$ cat src/sv/wsp_ram.sv
// ----------------------------------------------------------------------------
// wsp_ram: generic simple dual-port RAM
// One write port, one read port, read data registered.
// ----------------------------------------------------------------------------
`default_nettype none

module wsp_ram #(
    parameter int WIDTH = 8,
    parameter int DEPTH = 16
) (
    input  wire logic                     clk,
    input  wire logic                     we,
    input  wire logic [$clog2(DEPTH)-1:0] waddr,
    input  wire logic [WIDTH-1:0]         wdata,
    input  wire logic                     re,
    input  wire logic [$clog2(DEPTH)-1:0] raddr,
    output logic      [WIDTH-1:0]         rdata
);

    logic [WIDTH-1:0] mem_reg [DEPTH];
    logic [WIDTH-1:0] rdata_reg;

    always_ff @(posedge clk)
    begin
        if (we)
        begin
            mem_reg[waddr] <= wdata;
        end
        // read data holds until the next read
        if (re)
        begin
            rdata_reg <= mem_reg[raddr];
        end
    end

    assign rdata = rdata_reg;

endmodule

`default_nettype wire

$ cat config.mk
export PLATFORM = sky130hd
export DESIGN_NAME = wsp_ram
export DESIGN_NICKNAME = d
export VERILOG_FILES = /design/src/sv/wsp_ram.sv
export SDC_FILE = /design/constraint.sdc
export NUM_CORES = 1
export LEC_CHECK = 0
export ABC_CLOCK_PERIOD_IN_PS = 4300
export BUFFER_PORTS_ARGS = -buffer_cell sky130_fd_sc_hd__buf_2
export CAP_MARGIN = 25
export CORE_MARGIN = 5
export CORE_UTILIZATION = 25
export DETAILED_ROUTE_END_ITERATION = 12
export RECOVER_POWER = 25
export SYNTH_ARGS = -nofsm -noshare
export SYNTH_HDL_FRONTEND = slang
export SYNTH_SLANG_ARGS = --single-unit
$ cat constraint.sdc
create_clock -name clk -period 4.3 [get_ports clk]
set_input_delay 0.645 -clock clk [delete_from_list [all_inputs] [get_ports clk]]
set_output_delay 0.645 -clock clk [all_outputs]
set_load 0.01 [all_outputs]
==> run metrics, run 1 <==
Routed WL=10.9 mm; Area Growth Syn to Fin=20.3%; vias per inst=4.32; Max-Cap Viols=0; port bufs=26; post-route ant nets=0; H-tree depth=4; Final setup viols=0; FF+latch count, synth=136; largest net degree at the start of global routing=33; CTS tree=yes; Final Wtd Congestion=0.753; Mapped Nets=248; core area=between 20000 and 25000 µm²; Mapped Area=5230 µm²; Final Max Slew Viols=0; leading post-synthesis cells by cell area=edfxtp_1 (78%), mux4_2 (7.8%), mux4_1 (7.0%), a22oi_1 (2.3%), nor2_1 (0.93%); final hold vios=0; peak supply drop=0.285 mV; Final Non-Filler Cells=556; share of layout cells above drive strength 1=27.4%; vias in the first global route=2535; Ys Warns=0; Tot GR Track Use=9.54%; ant diodes=0; TritonRoute pass-1 iters=5; Worst Setup Slack, final=approximately 2.1 ns; Total Neg Setup Slack=0 ns; Int Power=0.00252 W; GR Overflow Total=0; clk_lat worst skew=between 0.4 and 0.5 ns; Detailed Route Iter0 Violations=202; startpoint types=input pin; critical path peak fanout=20; post-CTS setup buffers=0; Post-route DRC=0; Worst-path clk slew=0.06 ns; RSZ-0062 raised after global routing=false; deepest clock path buffer count=2; period utilization=51.2%; post-synth cell types=18; routed wire length per instance=19.6 µm; die area=about 24000 µm²; via count=2404; max reg flops=around 130; Logic pwr share=between 4 and 5%; dominant cell type by area after synthesis=edfxtp_1; Fmax=0.454 GHz; clk sinks=136; nets=287; DP HPWL=about 7 mm; die width=~150 µm; Filler cells=2033; FP Rows=53; DIE HEIGHT=between 150 and 200 µm; Root Buffer Master=clkbuf_16; switch share=around a fifth; sequential area share after synthesis=78.1%; Syn Area/Cell=22.8 µm²; final hold slack=0.634 ns; Seq pwr share=a little under half; min cycle time layout=approximately 2.2 ns; P per Cell Area=502 nW/µm²; Worst-Margin Slew=0.951 ns; worst hold path type=input pin to flop; initial antenna violation count=0; arrival time worst endpoint=2.34 ns; skew final=0.00722 ns; Post-Syn Instances=229; leakage=2.02 nW; Initial Util=between 20% and 30%; Worst EP required=between 4 and 5 ns; TritonCTS Buffers=17; Slew HR=a little over a third; kind of critical path=input pin to flop; CP Capture Type=flop; Net Sw Power=0.000635 W; CTS resizes=0; Clock Power Share=a little under 50%; first-pass GRT wire length=approximately 16 mm; Ports=27; worst slack, placed=1.63 ns; CTS Hold Bufs=0; Power Total=0.00316 W; top-area cell type share of the netlist area=78.1%; status=complete, no violations; DP Cell Count=523
path summary, 6_finish.rpt:
check             depth (start not counted)  slack, ns            from              to
setup / recovery                          5       2.10        raddr[0]        rdata[0]
hold reg to reg                           3       0.75  mem_reg[11][3]        rdata[3]
setup reg to reg                          3       2.70   mem_reg[1][0]        rdata[0]
hold / removal                            1       0.63        wdata[1]  mem_reg[10][1]
layout by cell type, fill, tap and decap left out, drive strengths merged:
cell,instances
and2,1
nand2b,2
clkbuf,23
nor3,4
clkinvlp,2
and2b,1
inv,3
nor2b,1
a22oi,16
mux4,32
nand3b,2
or3b,1
nand2,9
nor2,13
clkinv,5
bufinv,4
edfxtp,136
nand3,1
buf,25
cell families (layout without fill, tap and decap cells):
group / after synthesis / in the layout / synth area share, %
simple gates: 35 / 35 / 3.14
mux: 32 / 32 / 14.8
compound gates: 16 / 16 / 2.30
flops: 136 / 136 / 78.1
buf+inv: 10 / 62 / 1.65
layout make-up:
cell class                      count  area (µm²)  share of cell area, %
Multi-Input combinational cell     83        1070                   17.0
Clock buffer                       18         429                   6.82
Timing Repair Buffer               30         166                   2.65
Tap cell                          275         344                   5.47
Clock inverter                     14         198                   3.14
Sequential cell                   136        4080                   64.9
synth_stat cells:
cell             instances
and2b_1                  1
nand2_1                  9
or3b_2                   1
nand3_1                  1
and2_1                   1
a22oi_1                 16
mux4_1                  14
nand2b_1                 2
buf_6                    3
edfxtp_1               136
nand3b_1                 2
nor2b_1                  1
nor3_1                   4
mux4_2                  18
clkdlybuf4s25_2          3
buf_2                    3
nor2_1                  13
buf_4                    1
metrics by stage:
| step | area, µm² | utilization (%) |
|---|---|---|
| finish | 6290 | 30.2 |
| global route | 6290 | 30.2 |
| CTS | 6290 | 30.2 |
| detailed placement | 5660 | 27.2 |
| global placement | 5640 | 27.1 |
| floorplan | 5230 | - |
layer usage:
metal	global-route usage (%)	share of wire [%]
met5	0	0
met4	3.53	0.32
met3	3.05	8.2
met2	13.4	46
met1	13.8	46
power groups by stage:
stage	clock (W)	combinational (W)	sequential, W
floorplan	0	0.0000754	0.00153
global placement	0	0.000131	0.00153
detailed placement	0	0.000138	0.00153
CTS	0.00154	0.000138	0.00151
global route	0.00161	0.000147	0.00151
finish	0.00152	0.000134	0.00150
critical path, cell delays in order:
cell     delay, ns
buf_2         0.39
buf_12        0.26
mux4_1        0.57
a22oi_1       0.33
nand2_1       0.13
No activity file was read; power rests on OpenSTA's default activity.
==> run 2: changes to the inputs <==
Settings changed: ABC_CLOCK_PERIOD_IN_PS 4300 to 2000.
Clock period 4.3 ns to 2 ns, I/O delays scaled along.
==> run 2 against run 1 <==
Effect of this change:
- global-route usage is 0.30 points higher
- clock skew hardly changed
- non-clock buffer count is 18 higher
- count of clock-buffer cells in the layout stayed put
- design area is 1.7% higher
- first-iteration DRC count is 5.4% higher
- sequential share of layout area is 1.1 points lower
- largest power group is now sequential cells
- highest routed layer unchanged
==> run metrics, run 2 (synthesized netlist as in run 1, its figures left out) <==
leakage=2.10 nW (+3.6%); deepest clock path buffer count=2 (unchanged); critical path's largest stage delay=0.56 ns (about the same); worst hold path type=input pin to flop; clk sinks=136 (unchanged); critical path peak fanout=1 (-95%); register area=4080 µm² (unchanged); P per Cell Area=1040 nW/µm² (+110%); Fmax=0.637 GHz; CTS tree=yes; Max-Cap Viols=0 (unchanged); via count=2532 (+5.3%); Initial Util=25.1% (unchanged); area taken by multi-input logic gates=1060 µm² (-0.94%); DP HPWL=7.23 mm (+3.5%); Worst-path clk slew=0.06 ns (about the same); final hold vios=0 (unchanged); die width=155 µm (unchanged); share of layout cells above drive strength 1=30.2% (+2.8 points); vias per inst=4.42 (+2.2%); Final Max Slew Viols=0 (unchanged); FP Rows=53 (unchanged); first-pass GRT wire length=17.0 mm (+3.6%); Worst R2R Path Depth=3 (unchanged); nets=305 (+6.3%); port bufs=26 (unchanged); core area=20800 µm² (unchanged); peak supply drop=0.587 mV (+110%); Root Buffer Master=clkbuf_16; Tot GR Track Use=9.84% (+0.30 points); Post-route DRC=0 (unchanged); WHS Endpoint=rdata[3]; Final setup viols=0 (unchanged); Slew HR=54.2% (+18 points); arrival time worst endpoint=1.72 ns (-0.62 ns); status=complete, no violations; TritonRoute pass-1 iters=4 (-1); TritonCTS Buffers=17 (unchanged); skew final=0.00744 ns (+0.000219 ns); vias in the first global route=2679 (+5.7%); post-route ant nets=0 (unchanged); Worst Setup Slack, final=0.430 ns (-1.67 ns); startpoint types=flop; GR Overflow Total=0 (unchanged); period utilization=between 70 and 80%; Routed WL=11.1 mm (+1.9%); Detailed Route Iter0 Violations=213 (+5.4%); Worst EP required=2.15 ns (-2.29 ns); max reg flops=128 (unchanged); Area Growth Syn to Fin=22.4%; DIE HEIGHT=155 µm (unchanged); Power Total=0.00663 W (+110%); RSZ-0062 raised after global routing=false; Total Neg Setup Slack=0 ns (unchanged); largest net degree at the start of global routing=25 (-24%); Worst-Margin Slew=0.687 ns (-0.264 ns); CTS Hold Bufs=0 (unchanged); placed cell areas=5820 µm² (+2.8%); Core Util, Final=30.7% (+0.52 points); ant diodes=0 (unchanged); routed wire length per instance=19.4 µm (-1.2%); CP Capture Type=flop; min cycle time layout=1.57 ns; worst slack, placed=0.0394 ns (-1.59 ns); commonest non-fill, non-tap cells in the layout=edfxtp_1 (136), buf_2 (20), buf_4 (19); Hold Path Depth=1 (unchanged); Final Wtd Congestion=0.750 (-0.37%); post-CTS setup buffers=0 (unchanged); clk_lat worst skew=0.42 ns (about the same); Critical R2R Capture=rdata[3]; final instance area=6400 µm² (+1.7%); most common cell after layout, fill and taps aside=edfxtp_1; kind of critical path=flop to flop; die area=23900 µm² (unchanged); CP max stage cell=mux4_1; initial antenna violation count=0 (unchanged); Reg2Reg Setup Slack=0.43 ns (-2.27 ns); reg2reg start=mem_reg[5][3]; hold wc startpoint=re; Ports=27 (unchanged); CTS resizes=0 (unchanged); H-tree depth=4 (unchanged); critical-path cell list=mux4_1 > a22oi_1 > nand2_1; Filler cells=2019 (-0.69%)
## run 2: cell count changes in the layout (fill, tap and decap cells not counted), sizes merged
cell	change
clkinvlp	+2
inv	-3
bufinv	-1
clkbuf	+1
clkinv	+1
buf	+17
## run 2: final cells by class
class                   count  area share, %
flip-flops and latches    136           63.8
multi-input cells          83           16.5
clock buffers              18           6.71
well taps                 275           5.38
repair buffers             48           5.09
clock inverters            13           2.45
## run 2: worst max-delay path by stage
stage	slack, ns	endpoint	cells after the start	startpoint
final	0.43	rdata[3]	3	mem_reg[5][3]
after global routing	0.37	rdata[3]	3	mem_reg[1][3]
after CTS	0.40	rdata[3]	3	mem_reg[1][3]
after detailed placement	0.04	rdata[3]	5	raddr[0]
after global placement	0.07	rdata[3]	5	raddr[0]
after floorplan	0.21	mem_reg[0][0]	2	waddr[2]
## run 2: power breakdown
group | internal (W) | leakage, nW | switching, W | total, W
sequential | 0.00321 | 1.24 | 0.0000180 | 0.00323
clock | 0.00194 | 0.275 | 0.00114 | 0.00308
combinational | 0.000129 | 0.587 | 0.000182 | 0.000311
total | 0.00528 | 2.10 | 0.00134 | 0.00663
## run 2: critical path, delay by kind of cell, from the launching register on
| kind | cells | cell delay (ns) |
|---|---|---|
| muxes | 1 | 0.56 |
| DFF | 1 | 0.37 |
| AOI/OAI and AO/OA | 1 | 0.24 |
| and+or+nand+nor | 1 | 0.13 |
## run 2: metal layers
| layer | wire length, µm | GRT usage, % | part of all wire (%) |
|---|---|---|---|
| met5 | 0 | 0 | 0 |
| met4 | 184 | 3.91 | 1.7 |
| met3 | 699 | 2.99 | 6.3 |
| met2 | 5040 | 14.3 | 45 |
| met1 | 5200 | 13.8 | 47 |
## run 2: stage by stage
step,hold WS (ns),instances
2_1_floorplan,0.399,229
6_report,0.266,573
4_1_cts,0.249,573
3_3_place_gp,0.669,542
3_5_place_dp,0.690,542
5_1_grt,0.249,573
